File: src/ifr_pkg.sv
// ============================================================================
// ifr_pkg
// Shared types and constants of the information frame receiver.
// ============================================================================
`default_nettype none

package ifr_pkg;

    localparam logic [7:0] FLAG_BYTE = 8'h7E;
    localparam logic [7:0] ESC_BYTE  = 8'h7D;
    localparam logic [7:0] ESC_KEY   = 8'h20;
    localparam logic [7:0] CTRL_I0   = 8'h00;
    localparam logic [7:0] CTRL_SEQ  = 8'h40;
    localparam logic [7:0] CTRL_DISC = 8'h0B;

    localparam logic [7:0] PEER_ADDR_RST = 8'h03;

    localparam int LEN_W = 11;

    // parse phases
    typedef enum logic [2:0] {
        PH_WAIT = 3'd0,
        PH_FLAG = 3'd1,
        PH_ADDR = 3'd2,
        PH_CTRL = 3'd3,
        PH_DATA = 3'd4,
        PH_SKIP = 3'd5
    } t_phase;

    // verdict codes; RR/REJ carry the next sequence bit in bit 0
    typedef enum logic [2:0] {
        VD_RR0  = 3'd0,
        VD_RR1  = 3'd1,
        VD_REJ0 = 3'd2,
        VD_REJ1 = 3'd3,
        VD_DISC = 3'd4
    } t_verdict;

endpackage

`default_nettype wire

File: src/information_frame_receiver_core.sv
// ============================================================================
// information_frame_receiver_core
// Byte-stuffed HDLC-like frame receiver with payload output and verdicts.
// ============================================================================
// Usage:
//   Input channel (i_rx_valid / o_rx_ready / i_rx_byte): one raw line byte
//   per word. Output channel (o_out_valid / i_out_ready): either a destuffed
//   payload byte (o_is_frame_end = 0) or the frame verdict with the payload
//   length (o_is_frame_end = 1). Payload bytes are released one byte late,
//   so the trailing XOR check byte never shows up on the output.
//   Config: i_cfg_we loads i_cfg_data as the expected peer address; write
//   only while the block is idle.
// Timing:
//   One byte accepted per cycle while o_rx_ready is high. The state update
//   for a byte is a single pass of logic from the input port to the state
//   and output registers, so a result appears in the cycle after the byte
//   that causes it is accepted. The output register refills in the cycle it
//   is drained, so the block runs at full rate while the sink takes words.
// Stall: while a result waits in the output register and i_out_ready is
//   low, o_rx_ready drops; bytes that give no result are held off too.
// Reset: synchronous, active low. Parser returns to hunting for an opening
//   flag, sequence bit clears, peer address returns to 3, output empties.
// ============================================================================
`default_nettype none

module information_frame_receiver_core #(
    parameter int MAX_PAYLOAD = 1024
) (
    input  wire logic                      i_clk,
    input  wire logic                      i_rst_n,
    // configuration
    input  wire logic                      i_cfg_we,
    input  wire logic [7:0]                i_cfg_data,
    // line bytes in
    input  wire logic                      i_rx_valid,
    output logic                           o_rx_ready,
    input  wire logic [7:0]                i_rx_byte,
    // results out
    output logic                           o_out_valid,
    input  wire logic                      i_out_ready,
    output logic                           o_is_frame_end,
    output logic [7:0]                     o_payload_byte,
    output logic [2:0]                     o_verdict,
    output logic [ifr_pkg::LEN_W-1:0]      o_payload_length
);

    import ifr_pkg::*;

    // count must reach MAX_PAYLOAD itself
    localparam int CW = $clog2(MAX_PAYLOAD + 1);
    localparam logic [CW-1:0] MAX_CNT = CW'(MAX_PAYLOAD);

    // parser state
    t_phase         r_phase,     n_phase;
    logic [7:0]     r_hdr_xor,   n_hdr_xor;
    logic           r_seq,       n_seq;
    logic           r_disc,      n_disc;
    logic           r_esc,       n_esc;
    logic [7:0]     r_held,      n_held;
    logic           r_held_vld,  n_held_vld;
    logic [7:0]     r_run_xor,   n_run_xor;
    logic [CW-1:0]  r_count,     n_count;
    logic [7:0]     r_peer;

    // output register
    logic             r_out_valid;
    logic             r_is_end;
    logic [7:0]       r_pay;
    logic [2:0]       r_verdict;
    logic [LEN_W-1:0] r_len;

    // result of the current byte
    logic             w_emit;
    logic             w_emit_end;
    logic [7:0]       w_emit_pay;
    logic [2:0]       w_emit_vd;
    logic [LEN_W-1:0] w_emit_len;

    logic       w_accept;
    logic       w_good;
    logic [7:0] w_dbyte;

    // output slot is free, or frees this cycle
    assign o_rx_ready = !r_out_valid || i_out_ready;
    assign w_accept   = i_rx_valid && o_rx_ready;

    assign w_dbyte = r_esc ? (i_rx_byte ^ ESC_KEY) : i_rx_byte;
    assign w_good  = !r_esc && r_held_vld && (r_held == r_run_xor);

    always_comb begin
        n_phase    = r_phase;
        n_hdr_xor  = r_hdr_xor;
        n_seq      = r_seq;
        n_disc     = r_disc;
        n_esc      = r_esc;
        n_held     = r_held;
        n_held_vld = r_held_vld;
        n_run_xor  = r_run_xor;
        n_count    = r_count;
        w_emit     = 1'b0;
        w_emit_end = 1'b0;
        w_emit_pay = 8'h00;
        w_emit_vd  = VD_RR0;
        w_emit_len = '0;

        case (r_phase)
            PH_FLAG: begin
                // address is tested before the flag
                if (i_rx_byte == r_peer) begin
                    n_hdr_xor = i_rx_byte;
                    n_phase   = PH_ADDR;
                end else if (i_rx_byte != FLAG_BYTE) begin
                    n_phase = PH_WAIT;
                end
            end
            PH_ADDR: begin
                if (i_rx_byte == CTRL_I0 || i_rx_byte == CTRL_SEQ) begin
                    n_seq     = (i_rx_byte == CTRL_I0);
                    n_disc    = 1'b0;
                    n_hdr_xor = r_hdr_xor ^ i_rx_byte;
                    n_phase   = PH_CTRL;
                end else if (i_rx_byte == CTRL_DISC) begin
                    n_disc    = 1'b1;
                    n_hdr_xor = r_hdr_xor ^ i_rx_byte;
                    n_phase   = PH_CTRL;
                end else begin
                    n_phase = (i_rx_byte == FLAG_BYTE) ? PH_FLAG : PH_WAIT;
                end
            end
            PH_CTRL: begin
                if (i_rx_byte == r_hdr_xor) begin
                    n_esc      = 1'b0;
                    n_held     = 8'h00;
                    n_held_vld = 1'b0;
                    n_run_xor  = 8'h00;
                    n_count    = '0;
                    n_phase    = r_disc ? PH_SKIP : PH_DATA;
                end else begin
                    n_disc  = 1'b0;
                    n_phase = (i_rx_byte == FLAG_BYTE) ? PH_FLAG : PH_WAIT;
                end
            end
            PH_SKIP, PH_DATA: begin
                if (i_rx_byte == FLAG_BYTE) begin
                    // closing flag: verdict, then hunt again
                    w_emit     = 1'b1;
                    w_emit_end = 1'b1;
                    if (r_disc) begin
                        w_emit_vd = VD_DISC;
                    end else begin
                        w_emit_vd  = ((r_phase == PH_DATA) && w_good)
                                     ? {2'b00, r_seq} : {2'b01, r_seq};
                        w_emit_len = LEN_W'(r_count);
                    end
                    n_esc      = 1'b0;
                    n_held     = 8'h00;
                    n_held_vld = 1'b0;
                    n_run_xor  = 8'h00;
                    n_count    = '0;
                    n_disc     = 1'b0;
                    n_phase    = PH_WAIT;
                end else if (r_phase == PH_DATA) begin
                    if (!r_esc && i_rx_byte == ESC_BYTE) begin
                        n_esc = 1'b1;
                    end else begin
                        n_esc = 1'b0;
                        if (!r_held_vld) begin
                            n_held     = w_dbyte;
                            n_held_vld = 1'b1;
                        end else if (r_count >= MAX_CNT) begin
                            // overlong: drop rest of frame
                            n_held     = 8'h00;
                            n_held_vld = 1'b0;
                            n_phase    = PH_SKIP;
                        end else begin
                            w_emit     = 1'b1;
                            w_emit_pay = r_held;
                            n_run_xor  = r_run_xor ^ r_held;
                            n_count    = r_count + 1'b1;
                            n_held     = w_dbyte;
                        end
                    end
                end
            end
            default: begin
                n_phase = (i_rx_byte == FLAG_BYTE) ? PH_FLAG : PH_WAIT;
            end
        endcase
    end

    // parser state
    always_ff @(posedge i_clk) begin
        if (!i_rst_n) begin
            r_phase    <= PH_WAIT;
            r_hdr_xor  <= 8'h00;
            r_seq      <= 1'b0;
            r_disc     <= 1'b0;
            r_esc      <= 1'b0;
            r_held     <= 8'h00;
            r_held_vld <= 1'b0;
            r_run_xor  <= 8'h00;
            r_count    <= '0;
        end else if (w_accept) begin
            r_phase    <= n_phase;
            r_hdr_xor  <= n_hdr_xor;
            r_seq      <= n_seq;
            r_disc     <= n_disc;
            r_esc      <= n_esc;
            r_held     <= n_held;
            r_held_vld <= n_held_vld;
            r_run_xor  <= n_run_xor;
            r_count    <= n_count;
        end
    end

    // peer address register
    always_ff @(posedge i_clk) begin
        if (!i_rst_n) begin
            r_peer <= PEER_ADDR_RST;
        end else if (i_cfg_we) begin
            r_peer <= i_cfg_data;
        end
    end

    // output register
    always_ff @(posedge i_clk) begin
        if (!i_rst_n) begin
            r_out_valid <= 1'b0;
        end else if (w_accept && w_emit) begin
            r_out_valid <= 1'b1;
        end else if (i_out_ready) begin
            r_out_valid <= 1'b0;
        end
    end

    always_ff @(posedge i_clk) begin
        if (w_accept && w_emit) begin
            r_is_end  <= w_emit_end;
            r_pay     <= w_emit_pay;
            r_verdict <= w_emit_vd;
            r_len     <= w_emit_len;
        end
    end

    assign o_out_valid      = r_out_valid;
    assign o_is_frame_end   = r_is_end;
    assign o_payload_byte   = r_pay;
    assign o_verdict        = r_verdict;
    assign o_payload_length = r_len;

    // ------------------------------------------------------------------------
    // Assertions
    // ------------------------------------------------------------------------
    a_verdict_back_to_hunt: assert property (@(posedge i_clk) disable iff (!i_rst_n)
        (w_accept && w_emit && w_emit_end) |=> (r_phase == PH_WAIT))
        else $error("parser not hunting after a verdict");

    a_count_bound: assert property (@(posedge i_clk) disable iff (!i_rst_n)
        r_count <= MAX_CNT)
        else $error("payload count above limit");

    a_payload_fields: assert property (@(posedge i_clk) disable iff (!i_rst_n)
        (o_out_valid && !o_is_frame_end) |-> (o_verdict == 3'd0 && o_payload_length == '0))
        else $error("payload word carries verdict fields");

    a_held_only_in_data: assert property (@(posedge i_clk) disable iff (!i_rst_n)
        (r_phase != PH_DATA) |-> !r_held_vld)
        else $error("held byte outside payload phase");

endmodule

`default_nettype wire
File: config.mk
export PLATFORM = sky130hd
export DESIGN_NAME = information_frame_receiver_core
export DESIGN_NICKNAME = d
export VERILOG_FILES = /design/src/ifr_pkg.sv /design/src/information_frame_receiver_core.sv
export SDC_FILE = /design/constraint.sdc
export NUM_CORES = 1
export LEC_CHECK = 0
export ABC_AREA = 1
export BUFFER_PORTS_ARGS = -buffer_cell sky130_fd_sc_hd__buf_2
export CORE_AREA = 2 2 87 81
export DETAILED_ROUTE_END_ITERATION = 16
export DIE_AREA = 0 0 89 83
export HOLD_SLACK_MARGIN = 0.08
export PLACE_DENSITY = 0.83
export SETUP_SLACK_MARGIN = 0.4
export SLEW_MARGIN = 30
export SYNTH_ARGS = -nofsm -noshare
export SYNTH_HDL_FRONTEND = slang
export SYNTH_SLANG_ARGS = --single-unit
File: constraint.sdc
create_clock -name i_clk -period 3.4 [get_ports i_clk]
set_input_delay 0.34 -clock i_clk [delete_from_list [all_inputs] [get_ports i_clk]]
set_output_delay 0.34 -clock i_clk [all_outputs]
set_load 0.01 [all_outputs]
## Word level (Yosys, flattened, before mapping)

Index checks and enable logic that the tools add are counted.

| storage, ports and cells | value |
|---|---|
| register bits after elaboration | 74 |
| output and inout bits | 25 |
| logic and storage cells | 139 |

| cells by class | value |
|---|---|
| add/sub/neg operators | 1 |
| $lt $le $gt $ge | 1 |
| equal/unequal tests | 24 |
| muxes and demuxes | 64 |
| bitwise operators | 7 |
| reductions and logical operators | 26 |

Operators by type and width:

| kind | count |
|---|---|
| $mux W8 | 14 |
| $mux W11 | 6 |
| $pmux W8 S2 | 3 |
| $mux W3 | 9 |
| $eq A8 B7 Y1 const B | 3 |
| $eq A8 B8 Y1 | 3 |
| $mux W1 | 23 |
| $pmux W11 S2 | 1 |
| $ne A3 B3 Y1 const B | 7 |
| $xor A8 B8 Y8 | 2 |
| $pmux W3 S4 | 1 |
| $add A11 B1 Y11 const B | 1 |
| $ge A11 B11 Y1 const B | 1 |
| $reduce_and A5 Y1 | 2 |
| $eq A8 B4 Y1 const B | 1 |
| $logic_not A8 Y1 | 1 |
| $ne A2 B2 Y1 const B | 4 |
| $ne A8 B7 Y1 const B | 1 |
| $reduce_and A4 Y1 | 2 |
| $reduce_and A7 Y1 | 1 |
| $eq A3 B2 Y1 const B | 2 |
| $eq A3 B3 Y1 const B | 2 |
| $logic_and A1 B1 Y1 | 6 |
| $mux W2 | 3 |
| 15 further kinds | 24 |

## Logic depth before layout (Yosys ltp)

Gate-level depths: netlist of run 1.

| logic depth | value |
|---|---|
| depth after elaboration | 9 |
| mapped depth | 14 |

## Worst setup path after synthesis of run 1

No wires, ideal clock.

| path | value |
|---|---|
| path type | input -> register |
| start point | in i_rx_byte[6] |
| end point | reg r_is_end, in the netlist o_is_frame_end (enable) |
| setup time | 378 ps |
| arrival | 1502 ps |
| required time | 3022 ps |
| slack | 1521 ps |
| stages on the path | 8 |
| cells stage by stage | buf_2 nand2_1 nor2_1 nand2_1 buf_6 nand2_1 nand3_1 inv_1 |

| between the ends | value |
|---|---|
| longest elaborated chain between the ends | 7 |
| elaborated cells between the ends (all ways) | 8 |
| those cells by class | 2 x eq/ne; 4 x mux; 2 x reduce/logical |

Ends and longest elaborated chain:

| what | line | text |
|---|---|---|
| from (decl) | information_frame_receiver_core.sv:37 | `input wire logic [7:0] i_rx_byte,` |
| $eq A8 B7 Y1 | information_frame_receiver_core.sv:163 | `if (!r_esc && i_rx_byte == ESC_BYTE) begin` |
| $logic_and A1 B1 Y1 | information_frame_receiver_core.sv:163 |  |
| $mux W1 | information_frame_receiver_core.sv:163 |  |
| $mux W1 | information_frame_receiver_core.sv:162 | `end else if (r_phase == PH_DATA) begin` |
| $mux W1 (*) | information_frame_receiver_core.sv:144 | `if (i_rx_byte == FLAG_BYTE) begin` |
| $mux W1 (*) | information_frame_receiver_core.sv:106 | `case (r_phase)` |
| $logic_and A1 B1 Y1 (*) | information_frame_receiver_core.sv:237 | `if (w_accept && w_emit) begin` |
| to (signal assigned) | information_frame_receiver_core.sv:238 | `r_is_end <= w_emit_end;` |
| to (decl) | information_frame_receiver_core.sv:67 | `logic r_is_end;` |

Mark *: on every way between the ends. The rest lies on a longest branch, timed or not.
A chain may end at the register's enable or synchronous reset.

## Worst setup path after layout of run 1

| path | value |
|---|---|
| start point | reg r_phase[1] |
| end point | reg r_len[4], in the netlist o_payload_length[4] (enable) |

| between the ends | value |
|---|---|
| longest elaborated chain between the ends | 5 |
| elaborated cells between the ends (all ways) | 7 |
| those cells by class | 2 x eq/ne; 3 x mux; 2 x reduce/logical |

Ends and longest elaborated chain:

| what | line | text |
|---|---|---|
| from (decl) | information_frame_receiver_core.sv:54 | `t_phase r_phase, n_phase;` |
| from (signal assigned) | information_frame_receiver_core.sv:204 | `r_phase <= n_phase;` |
| $eq A3 B3 Y1 | information_frame_receiver_core.sv:106, information_frame_receiver_core.sv:162 |  |
| $mux W1 | information_frame_receiver_core.sv:162 |  |
| $mux W1 | information_frame_receiver_core.sv:144 |  |
| $mux W1 (*) | information_frame_receiver_core.sv:106 |  |
| $logic_and A1 B1 Y1 (*) | information_frame_receiver_core.sv:237 |  |
| to (signal assigned) | information_frame_receiver_core.sv:241 | `r_len <= w_emit_len;` |
| to (decl) | information_frame_receiver_core.sv:70 | `logic [LEN_W-1:0] r_len;` |

Marked as above.

==> out/summary.json, run 1 <==
{
  "cts-hold-fix-buffers": 0,
  "cp_slowest_stage_delay_ns": 0.61,
  "yosysWarningCount": 0,
  "reg2reg_slack_ns": 1.05,
  "regToRegStartpoint": "r_phase[1]",
  "route.detailed.wl_per_inst_um": 12.8,
  "post-synth-top-area-fraction_pct": 25.9,
  "layout.nets": 627,
  "grt_overflow_total": 0,
  "gp_congestion": 0.944,
  "drtPass1Iterations": 6,
  "route.detailed.vias_per_inst": 5.27,
  "netlist_area_um2": 3950,
  "report.power.total_mw": 1.96,
  "status": "completed",
  "fp.dieArea_um2": 7390,
  "post-dp-hpwl_mm": 6.46,
  "placed_area_um2": 4200,
  "timing.critical_path.to_type": "register",
  "launching_element_type_of_the_critical_path": "register",
  "cpMostUsedCell": "sky130_fd_sc_hd__nand2_1",
  "worstSetupPathType": "register to register",
  "vertical_die_dimension_um": 83,
  "core_um2": 6450,
  "netlist_instances": 564,
  "cts.path.max_buffers": 2,
  "std_cell_rows": 28,
  "synth.largest_area_cell": "sky130_fd_sc_hd__dfxtp_1",
  "yosysUniqueCellTypes": 32,
  "cts_repair_resize_count": 0,
  "relSlewSlack_pct": 45.6,
  "synth.net_count": 587,
  "cts_root_buffer": "sky130_fd_sc_hd__clkbuf_8",
  "placement.io_buffers": 45,
  "p_leak_nw": 1.93,
  "clock.fmax_mhz": 425,
  "fin_worst_hold_slack_ns": 0.204,
  "power_density_nw_per_um2": 445,
  "cp_arrival_ns": 2.34,
  "timing.setup.tns_ns": 0,
  "grt_start_max_net_pins": 39,
  "ant_nets": 0,
  "route.vias.total": 3684,
  "final_cell_area_um2": 4410,
  "wl_mm": 8.92,
  "required_ns": 3.39,
  "rsz0062_at_grt": "no",
  "crit-reg2reg-capture": "o_payload_length[4]",
  "timing.final.max_slew_violations": 0,
  "grt_pass1_wl_mm": 14.9,
  "fin_crit_ns": 2.35,
  "worst-path-max-fanout": 23,
  "ir_worst_vdd_v": 0.000273,
  "worst_skew_late_latency_ns": 0.36,
  "tritoncts.num_buffers": 9,
  "worst_r2r_path_depth": 7,
  "path_clk_slew_ns": 0.08,
  "postLayoutCoreUtil_pct": 68.3,
  "cpMaxStageDelayCell": "sky130_fd_sc_hd__inv_1",
  "min_from": "i_cfg_data[0]",
  "number_of_antenna_violations_at_the_first_check_in_global_routing": 0,
  "detail_route.drc_violations": 0,
  "antenna_cells_inserted": 0,
  "crit_chain": "inv_2 -> nand2_1 -> nor2_1 -> nand4_1 -> nand2_1 -> nand3_1 -> inv_1",
  "mean_syn_cell_area_um2": 7.00,
  "grt_util_all_layers_pct": 25.3,
  "htree_levels": 3,
  "worst_hold_path_type": "primary input to register",
  "fp.dieW_um": 89,
  "final.period_utilization_pct": 69.1,
  "layout.cells.most_common": "sky130_fd_sc_hd__nand2_1",
  "worst_clock_skew_ns": 0.00929,
  "floorplan.initialDensity_pct": 61.3,
  "async_set_reset_flop_share_out_of_synthesis_pct": 0,
  "synth-seq-cells": 74,
  "hold_path_cells": 3,
  "drive_above_1_share_pct": 14.8,
  "drt-initial-drc-count": 347,
  "hold_violations": 0,
  "cts_tree": "done",
  "dominantRegCellSynth": "sky130_fd_sc_hd__dfxtp_1",
  "synth_edf_count": 23,
  "synth_seq_area_share_pct": 43.3,
  "vias_in_the_first_global_route": 3222,
  "layout_common_cells": "sky130_fd_sc_hd__nand2_1, sky130_fd_sc_hd__nor2_1, sky130_fd_sc_hd__inv_1",
  "clkSinkCount": 74,
  "boundaryPins": 46,
  "drv.max_cap_violation_count": 0,
  "synth_top_cells_by_area": "sky130_fd_sc_hd__dfxtp_1, sky130_fd_sc_hd__edfxtp_1, sky130_fd_sc_hd__nand2_1",
  "count_of_buffers_added_by_post_cts_timing_repair_for_setup": 0,
  "syn_to_final_growth_pct": 11.6,
  "hold_path_end": "r_peer[0]",
  "timing.final.setup_violations": 0,
  "worst-slew-pin-transition_ns": 0.814
}
==> through the flow <==
step,instances,setup WS (ns)
6_report,699,1.05
2_1_floorplan,564,1.52
5_1_grt,699,0.873
4_1_cts,699,1.02
3_5_place_dp,683,1.04
3_3_place_gp,683,1.09
==> worst max-delay path, delay by kind of cell, from the launching register on <==
family	cells	cell delay, ns
simple gates	5	0.96
flops	1	0.35
buf+inv	2	0.67
==> cell families after synthesis <==
group                    synth area share (%)
AND/OR/NAND/NOR                          33.9
buffers and inverters                    9.51
flip-flops                               43.3
AO/OA/AOI/OAI                            9.70
XOR/XNOR                                 2.88
adder cells (fa/ha/maj)                 0.634
==> power by group <==
part / leakage (nW) / switching [mW] / internal [mW] / total, mW
registers: 0.639 / 0.0260 / 0.935 / 0.961
clock network: 0.103 / 0.350 / 0.366 / 0.717
logic: 1.19 / 0.196 / 0.0887 / 0.285
==> routing by layer <==
layer | GRT usage, % | part of all wire, % | vias to the layer above
li1 | - | - | 1870
met1 | 36.1 | 46 | 1650
met2 | 38.8 | 45 | 149
met3 | 6.06 | 7.5 | 15
met4 | 6.38 | 1.3 | 0
met5 | 0 | 0 | -
==> area by class of cell <==
| cell class | instances | area, um^2 |
|---|---|---|
| Fill cell | 579 | 2040 |
| Multi-Input combinational cell | 400 | 1860 |
| Sequential cell | 74 | 1710 |
| Inverter | 73 | 277 |
| Timing Repair Buffer | 46 | 233 |
| Clock buffer | 10 | 138 |
| Tap cell | 90 | 113 |
| Clock inverter | 6 | 72.6 |
==> worst max-delay path by stage <==
stage                                     end  cells after the start          from  slack [ns]
after floorplan                o_is_frame_end                      8  i_rx_byte[6]        1.52
after global placement      o_payload_byte[4]                      7    r_phase[1]        1.09
after detailed placement    o_payload_byte[4]                      8  i_rx_byte[7]        1.04
after CTS                 o_payload_length[4]                      7    r_phase[1]        1.02
after global routing      o_payload_length[4]                      7    r_phase[1]        0.87
final                     o_payload_length[4]                      7    r_phase[1]        1.05
==> state kept, by name (all words and copies together) (netlist names), 3 cells and up <==
name,flops
o_payload_byte,8
o_payload_length,11
o_verdict,3
r_count,11
r_hdr_xor,8
r_held,8
r_peer,8
r_phase,3
r_run_xor,8
==> synth_stat cells (3+ instances only) <==
cell,instances
sky130_fd_sc_hd__nand2_1,141
sky130_fd_sc_hd__nor2_1,97
sky130_fd_sc_hd__inv_1,65
sky130_fd_sc_hd__dfxtp_1,51
sky130_fd_sc_hd__nand3_1,44
sky130_fd_sc_hd__o21ai_0,33
sky130_fd_sc_hd__edfxtp_1,23
sky130_fd_sc_hd__a21oi_1,21
sky130_fd_sc_hd__nor3_1,13
sky130_fd_sc_hd__a21oi_2,10
sky130_fd_sc_hd__clkbuf_1,7
sky130_fd_sc_hd__xor2_1,7
sky130_fd_sc_hd__nand4_1,6
sky130_fd_sc_hd__xnor2_1,6
sky130_fd_sc_hd__inv_2,5
sky130_fd_sc_hd__nand2_2,5
sky130_fd_sc_hd__buf_2,4
sky130_fd_sc_hd__or2_2,4
sky130_fd_sc_hd__buf_6,3
(Power assumes the default switching activity.)
==> inputs of run 2 (changes only) <==
- CORE_AREA: 2 2 87 81 -> 2 2 90 84
- DIE_AREA: 0 0 89 83 -> 0 0 92 86
- PLACE_DENSITY: 0.83 -> 0.78
- clock period: 3.4 -> 2.3 ns (I/O delays scaled with it)
==> run 2 against run 1 <==
Effect of this change: hold slack lost 0.084 ns; via count shrank 0.22%; sequential share of layout area shrank 0.87 points; largest power group unchanged; critical path depth grew 3; routed wire length grew 1.2%; non-clock buffer count grew 10; clock power grew 39%; count of clock-buffer cells in the layout is the same; largest cell class unchanged; maximum frequency grew 34%.
==> out/summary.json, run 2 (same netlist as run 1, synthesis figures left out) <==
{
  "status": "completed",
  "number_of_antenna_violations_at_the_first_check_in_global_routing": {"value": 0, "change": "unchanged"},
  "regToRegStartpoint": "r_phase[1]",
  "worst-path-max-fanout": {"value": 16, "change": "-30%"},
  "relSlewSlack": {"value": 62.8, "unit": "%", "change": "+17 points"},
  "gp_congestion": {"value": 0.942, "change": "-0.24%"},
  "std_cell_rows": {"value": 29, "change": "+3.6%"},
  "cts_root_buffer": "sky130_fd_sc_hd__clkbuf_8",
  "clkSinkCount": {"value": 74, "change": "unchanged"},
  "ir_worst_vdd": {"value": 0.000438, "unit": "V", "change": "+60%"},
  "worst_clock_skew": {"value": 0.0117, "unit": "ns", "change": "+0.00241 ns"},
  "rsz0062_at_grt": "yes",
  "antenna_cells_inserted": {"value": 0, "change": "unchanged"},
  "route.detailed.wl_per_inst": {"value": 12.7, "unit": "um", "change": "-0.60%"},
  "postLayoutCoreUtil": {"value": 65.4, "unit": "%", "change": "-3.0 points"},
  "grt_pass1_wl": {"value": 15.3, "unit": "mm", "change": "+3.0%"},
  "worst_skew_late_latency": {"value": 0.36, "unit": "ns", "change": "about the same"},
  "launching_element_type_of_the_critical_path": "register",
  "timing.setup.tns": {"value": 0, "unit": "ns", "change": "unchanged"},
  "p_leak": {"value": 1.97, "unit": "nW", "change": "+1.9%"},
  "cp_slowest_stage_delay": {"value": 0.40, "unit": "ns", "change": "-0.21 ns"},
  "layout_common_cells": "sky130_fd_sc_hd__nand2_1, sky130_fd_sc_hd__nor2_1, sky130_fd_sc_hd__inv_1",
  "ant_nets": {"value": 0, "change": "unchanged"},
  "required": {"value": 2.56, "unit": "ns", "change": "-0.83 ns"},
  "timing.final.max_slew_violations": {"value": 0, "change": "unchanged"},
  "htree_levels": {"value": 3, "change": "unchanged"},
  "worst_hold_path_type": "primary input to register",
  "core": {"value": 6890, "unit": "um^2", "change": "+6.9%"},
  "timing.final.setup_violations": {"value": 0, "change": "unchanged"},
  "path_clk_slew": {"value": 0.08, "unit": "ns", "change": "about the same"},
  "grt_util_all_layers": {"value": 24.5, "unit": "%", "change": "-0.86 points"},
  "crit_chain": "inv_2 -> nand2_1 -> inv_2 -> nand2_4 -> a21oi_1 -> nor2_4 -> nand2_4 -> inv_8 -> nand2_1 -> a21oi_1",
  "layout.cells.most_common": "sky130_fd_sc_hd__nand2_1",
  "clock.fmax": {"value": 570, "unit": "MHz", "change": "+34%"},
  "post-dp-hpwl": {"value": 6.71, "unit": "mm", "change": "+3.8%"},
  "worst-slew-pin-transition": {"value": 0.554, "unit": "ns", "change": "-0.261 ns"},
  "min_from": "i_cfg_data[3]",
  "syn_to_final_growth_pct": 14.1,
  "power_density": {"value": 634, "unit": "nW/um^2", "change": "+42%"},
  "placement.io_buffers": {"value": 45, "change": "unchanged"},
  "route.vias.total": {"value": 3676, "change": "-0.22%"},
  "drt-initial-drc-count": {"value": 481, "change": "+39%"},
  "crit_path_from": "r_phase[1]",
  "grt_overflow_total": {"value": 0, "change": "unchanged"},
  "boundaryPins": {"value": 46, "change": "unchanged"},
  "reg2reg_slack": {"value": 0.54, "unit": "ns", "change": "-0.50 ns"},
  "cts.path.max_buffers": {"value": 2, "change": "unchanged"},
  "timing.critical_path.to_type": "register",
  "route.detailed.vias_per_inst": {"value": 5.16, "change": "-2.0%"},
  "worstSetupPathType": "register to register",
  "floorplan.initialDensity": {"value": 57.3, "unit": "%", "change": "-4.0 points"},
  "drtPass1Iterations": {"value": 5, "change": "-1"},
  "final.period_utilization": {"value": 76.3, "unit": "%", "change": "+7.2 points"},
  "fp.dieArea": {"value": 7910, "unit": "um^2", "change": "+7.1%"},
  "cpMaxStageDelayCell": "sky130_fd_sc_hd__dfxtp_1",
  "vertical_die_dimension": {"value": 86, "unit": "um", "change": "+3.6%"},
  "cts_tree": "done",
  "detail_route.drc_violations": {"value": 0, "change": "unchanged"},
  "hold_violations": {"value": 0, "change": "unchanged"},
  "cp_arrival": {"value": 2.02, "unit": "ns", "change": "-0.32 ns"},
  "wl": {"value": 9.03, "unit": "mm", "change": "+1.2%"},
  "drive_above_1_share": {"value": 16.0, "unit": "%", "change": "+1.2 points"},
  "grt_start_max_net_pins": {"value": 39, "change": "unchanged"},
  "vias_in_the_first_global_route": {"value": 3241, "change": "+0.59%"},
  "fp.dieW": {"value": 92, "unit": "um", "change": "+3.4%"},
  "layout.nets": {"value": 637, "change": "+1.6%"},
  "drv.max_cap_violation_count": {"value": 0, "change": "unchanged"},
  "fin_crit": {"value": 1.76, "unit": "ns", "change": "-0.596 ns"},
  "tritoncts.num_buffers": {"value": 9, "change": "unchanged"}
}
-- run 2: changes by cell type in the layout (fill, tap and decap cells not counted), sizes merged --
cell / delta
buf: +7
dlygate4sd3: +3
clkinvlp: +1
inv: -1
-- run 2: path summary, 6_finish.rpt --
path	to	depth (start not counted)
setup / recovery	r_count[2]	10
hold / removal	r_peer[3]	3
setup reg to reg	r_count[2]	10
hold reg to reg	r_run_xor[7]	2
-- run 2: metrics by stage --
stage               area (um^2)  instances  power [mW]  hold WS (ns)  setup slack, ns
finish                     4510        712        2.86         0.120            0.545
global route               4510        712        3.00         0.119            0.377
CTS                        4470        711        2.87        0.0935            0.446
detailed placement         4240        692        1.87         0.448            0.232
global placement           4240        692        1.87         0.447            0.350
floorplan                  3950        564        1.77         0.330            0.531
-- run 2: cell type report --
cell class                      instances  area (um^2)
Clock buffer                           10          128
Clock inverter                          6         66.3
Fill cell                             622         2390
Inverter                               73          282
Multi-Input combinational cell        400         1880
Sequential cell                        74         1710
Tap cell                               93          116
Timing Repair Buffer                   56          319
-- run 2: timing repair --
action / in CTS / in global routing
gates resized for setup: 1 / 8
hold buffers: 3 / 0
hold endpoints to repair: 3 / 0
pin swaps: 0 / 1
setup endpoints to repair: 2 / 49
buffers inserted: 0 / 1
-- run 2: report_power, final --
part / total (mW) / internal, mW / leakage (nW) / switching [mW]
clock: 0.994 / 0.503 / 0.0905 / 0.491
combinational: 0.442 / 0.150 / 1.24 / 0.292
sequential: 1.42 / 1.38 / 0.639 / 0.0406
-- run 2: layer usage --
metal,share of wire (%),track usage (%),wire length [um]
met1,48,35.1,4340
met2,43,37.1,3920
met3,6.8,4.13,612
met4,1.7,9.77,157
met5,0,0,0
-- run 2: worst max-delay path: cells and delay by family, from the launching register on --
| kind | cells | cell delay [ns] |
|---|---|---|
| simple gates | 5 | 0.74 |
| buf+inv | 3 | 0.33 |
| compound gates | 2 | 0.20 |
| flops | 1 | 0.40 |
==> inputs of run 3 (changes only) <==
- clock period: 2.3 -> 1.7 ns (I/O delays scaled with it)
==> run 3 against run 2 <==
Effect of this change: the flow now finishes with violations (setup timing); count of clock-buffer cells in the layout stayed put; register-to-register slack lost 0.62 ns; maximum frequency decreased by 1.3%; sequential power grew 37%; routed wire length increased by 65%; critical endpoint is now r_count[9]; largest cell class unchanged.
==> out/summary.json, run 3 (same netlist as run 1, synthesis figures left out) <==
{
  "postLayoutCoreUtil": {"value": 83.5, "unit": "%", "change": "+18 points"},
  "final_cell_area": {"value": 5760, "unit": "um^2", "change": "+28%"},
  "cell_internal_pwr": {"value": 3.04, "unit": "mW", "change": "+50%"},
  "layout.nets": {"value": 697, "change": "+9.4%"},
  "launching_element_type_of_the_critical_path": "register",
  "fp.dieArea": {"value": 7910, "unit": "um^2", "change": "unchanged"},
  "drv.max_cap_violation_count": {"value": 0, "change": "unchanged"},
  "placed_area": {"value": 4520, "unit": "um^2", "change": "+6.4%"},
  "regToRegStartpoint": "r_count[7]",
  "boundaryPins": {"value": 46, "change": "unchanged"},
  "tritoncts.num_buffers": {"value": 9, "change": "unchanged"},
  "final-seq-area": {"value": 1740, "unit": "um^2", "change": "+1.7%"},
  "placement.io_buffers": {"value": 45, "change": "unchanged"},
  "timing.final.max_slew_violations": {"value": 0, "change": "unchanged"},
  "placed_cells": {"value": 718, "change": "+3.8%"},
  "ir_worst_vdd": {"value": 0.000669, "unit": "V", "change": "+53%"},
  "route.detailed.wl_per_inst": {"value": 19.3, "unit": "um", "change": "+52%"},
  "core": {"value": 6890, "unit": "um^2", "change": "unchanged"},
  "drive_above_1_share": {"value": 47.3, "unit": "%", "change": "+31 points"},
  "power.share.switching": {"value": 33.3, "unit": "%", "change": "+4.5 points"},
  "worst-slew-pin-transition": {"value": 0.407, "unit": "ns", "change": "-0.147 ns"},
  "cts_tree": "done",
  "crit_end": "r_count[9]",
  "fin_crit": {"value": 1.78, "unit": "ns", "change": "+0.0236 ns"},
  "power_density": {"value": 792, "unit": "nW/um^2", "change": "+25%"},
  "timing.critical_path.to_type": "register",
  "ant_nets": {"value": 0, "change": "unchanged"},
  "drt-initial-drc-count": {"value": 603, "change": "+25%"},
  "required": {"value": 2.03, "unit": "ns", "change": "-0.53 ns"},
  "multi_input_area": {"value": 2500, "unit": "um^2", "change": "+33%"},
  "worst_hold_path_type": "primary input to register",
  "worst_skew_late_latency": {"value": 0.39, "unit": "ns", "change": "+0.03 ns"},
  "rsz0062_at_grt": "yes",
  "cts.path.max_buffers": {"value": 2, "change": "unchanged"},
  "cts_root_buffer": "sky130_fd_sc_hd__clkbuf_8",
  "grt_pass1_wl": {"value": 19.2, "unit": "mm", "change": "+25%"},
  "report.power.total": {"value": 4.56, "unit": "mW", "change": "+60%"},
  "number_of_antenna_violations_at_the_first_check_in_global_routing": {"value": 0, "change": "unchanged"},
  "share_seq_of_total_power": {"value": 42.7, "unit": "%", "change": "-7.1 points"},
  "clkSinkCount": {"value": 74, "change": "unchanged"},
  "worstSetupPathType": "register to register",
  "antenna_cells_inserted": {"value": 0, "change": "unchanged"},
  "comb_power_share": {"value": 23.7, "unit": "%", "change": "+8.2 points"},
  "drtPass1Iterations": {"value": 6, "change": "+1"},
  "grt_start_max_net_pins": {"value": 29, "change": "-26%"},
  "worst_r2r_path_depth": {"value": 8, "change": "-2"},
  "final.period_utilization": {"value": 105, "unit": "%", "change": "+28 points"},
  "fin_worst_hold_slack": {"value": 0.102, "unit": "ns", "change": "-0.0176 ns"},
  "hold_violations": {"value": 0, "change": "unchanged"},
  "vias_in_the_first_global_route": {"value": 4017, "change": "+24%"},
  "path_clk_slew": {"value": 0.11, "unit": "ns", "change": "+0.03 ns"},
  "layout.cells.most_common": "sky130_fd_sc_hd__nand2_1",
  "status": "finished with violations",
  "p_leak": {"value": 2.44, "unit": "nW", "change": "+24%"},
  "gp_congestion": {"value": 0.936, "change": "-0.55%"},
  "min_from": "i_cfg_data[7]",
  "setup_slack": {"value": -0.0786, "unit": "ns", "change": "-0.624 ns"},
  "reg2reg_slack": {"value": -0.08, "unit": "ns", "change": "-0.62 ns"},
  "post-dp-hpwl": {"value": 7.40, "unit": "mm", "change": "+10%"},
  "fillers": {"value": 413, "change": "-34%"},
  "detail_route.drc_violations": {"value": 0, "change": "unchanged"},
  "syn_to_final_growth_pct": 45.8,
  "worst-path-max-fanout": {"value": 4, "change": "-12"},
  "std_cell_rows": {"value": 29, "change": "unchanged"},
  "timing.final.setup_violations": {"value": 5, "change": "+5"},
  "crit-reg2reg-capture": "r_count[9]",
  "finalNonFillerCells": {"value": 772, "change": "+8.4%"},
  "p_switching": {"value": 1.52, "unit": "mW", "change": "+84%"},
  "wl": {"value": 14.9, "unit": "mm", "change": "+65%"},
  "clock.fmax": {"value": 562, "unit": "MHz", "change": "-1.3%"},
  "relSlewSlack": {"value": 72.8, "unit": "%", "change": "+10 points"},
  "clock_power_share": {"value": 33.6, "unit": "%", "change": "-1.2 points"},
  "htree_levels": {"value": 3, "change": "unchanged"},
  "grt_overflow_total": {"value": 0, "change": "unchanged"},
  "layout_common_cells": "sky130_fd_sc_hd__nand2_1, sky130_fd_sc_hd__nor2_1, sky130_fd_sc_hd__inv_1",
  "route.detailed.vias_per_inst": {"value": 6.03, "change": "+17%"},
  "vertical_die_dimension": {"value": 86, "unit": "um", "change": "unchanged"},
  "fp.dieW": {"value": 92, "unit": "um", "change": "unchanged"},
  "floorplan.initialDensity": {"value": 57.3, "unit": "%", "change": "unchanged"},
  "cp_arrival": {"value": 2.11, "unit": "ns", "change": "+0.09 ns"},
  "route.vias.total": {"value": 4653, "change": "+27%"},
  "worst_clock_skew": {"value": 0.0223, "unit": "ns", "change": "+0.0106 ns"},
  "grt_util_all_layers": {"value": 30.7, "unit": "%", "change": "+6.2 points"},
  "failing_checks": "setup timing",
  "crit_path_from": "r_count[7]"
}
==> run 3: per-layer routing <==
metal / part of all wire [%] / wire (um) / GRT usage (%)
met3: 11 / 1700 / 7.64
met1: 35 / 5270 / 38.8
met4: 6.9 / 1030 / 10.2
met2: 46 / 6920 / 51.8
met5: 0 / 0 / 0
==> run 3: power groups by stage <==
stage	Combinational (mW)	Sequential, mW	Clock (mW)
after floorplan	0.459	1.95	0
after global placement	0.632	1.96	0
after detailed placement	0.647	1.97	0
after CTS	0.857	1.93	1.49
after global routing	1.15	1.95	1.60
final	1.08	1.95	1.53
==> run 3: cell type report <==
cell class                 instances  area share (%)
sequential                        74            30.2
inverter                          73            5.39
timing repair inverter             2           0.413
tap                               93            2.02
clock inverter                     6            1.28
clock buffer                      10            2.39
multi-input combinational        401            43.4
timing repair buffer             113            14.9
==> run 3: worst min path at each step <==
| stage | to | slack, ns | depth (start not counted) |
|---|---|---|---|
| floorplan | r_peer[0] | 0.27 | 1 |
| global placement | r_peer[0] | 0.38 | 3 |
| detailed placement | r_peer[0] | 0.39 | 3 |
| CTS | r_peer[5] | 0.09 | 3 |
| global route | r_peer[0] | 0.13 | 2 |
| finish | r_peer[7] | 0.10 | 3 |
==> run 3: timing repair <==
item	CTS	global route
buffers inserted	19	9
hold buffers	4	0
pin swaps	42	39
gates resized for setup	100	127
endpoints found under the setup margin	86	87
cloned	3	3
hold endpoints to repair	4	0
==> run 3: metrics by stage <==
step                setup WS [ns]  setup TNS [ns]
CTS                         0.149               0
global route              -0.0797          -0.672
global placement          0.00514               0
detailed placement        -0.0654          -0.587
finish                    -0.0786          -0.127
floorplan                   0.247               0
==> run 3: critical path: stages (launching register included) <==
cell and delay [ns]:
sky130_fd_sc_hd__dfxtp_1 0.43, sky130_fd_sc_hd__inv_1 0.14, sky130_fd_sc_hd__nor3_1 0.37, sky130_fd_sc_hd__nand3_1 0.19
sky130_fd_sc_hd__nand2_1 0.11, sky130_fd_sc_hd__nand3_1 0.08, sky130_fd_sc_hd__nor2_1 0.18, sky130_fd_sc_hd__nand2_2 0.09
sky130_fd_sc_hd__a21oi_2 0.14
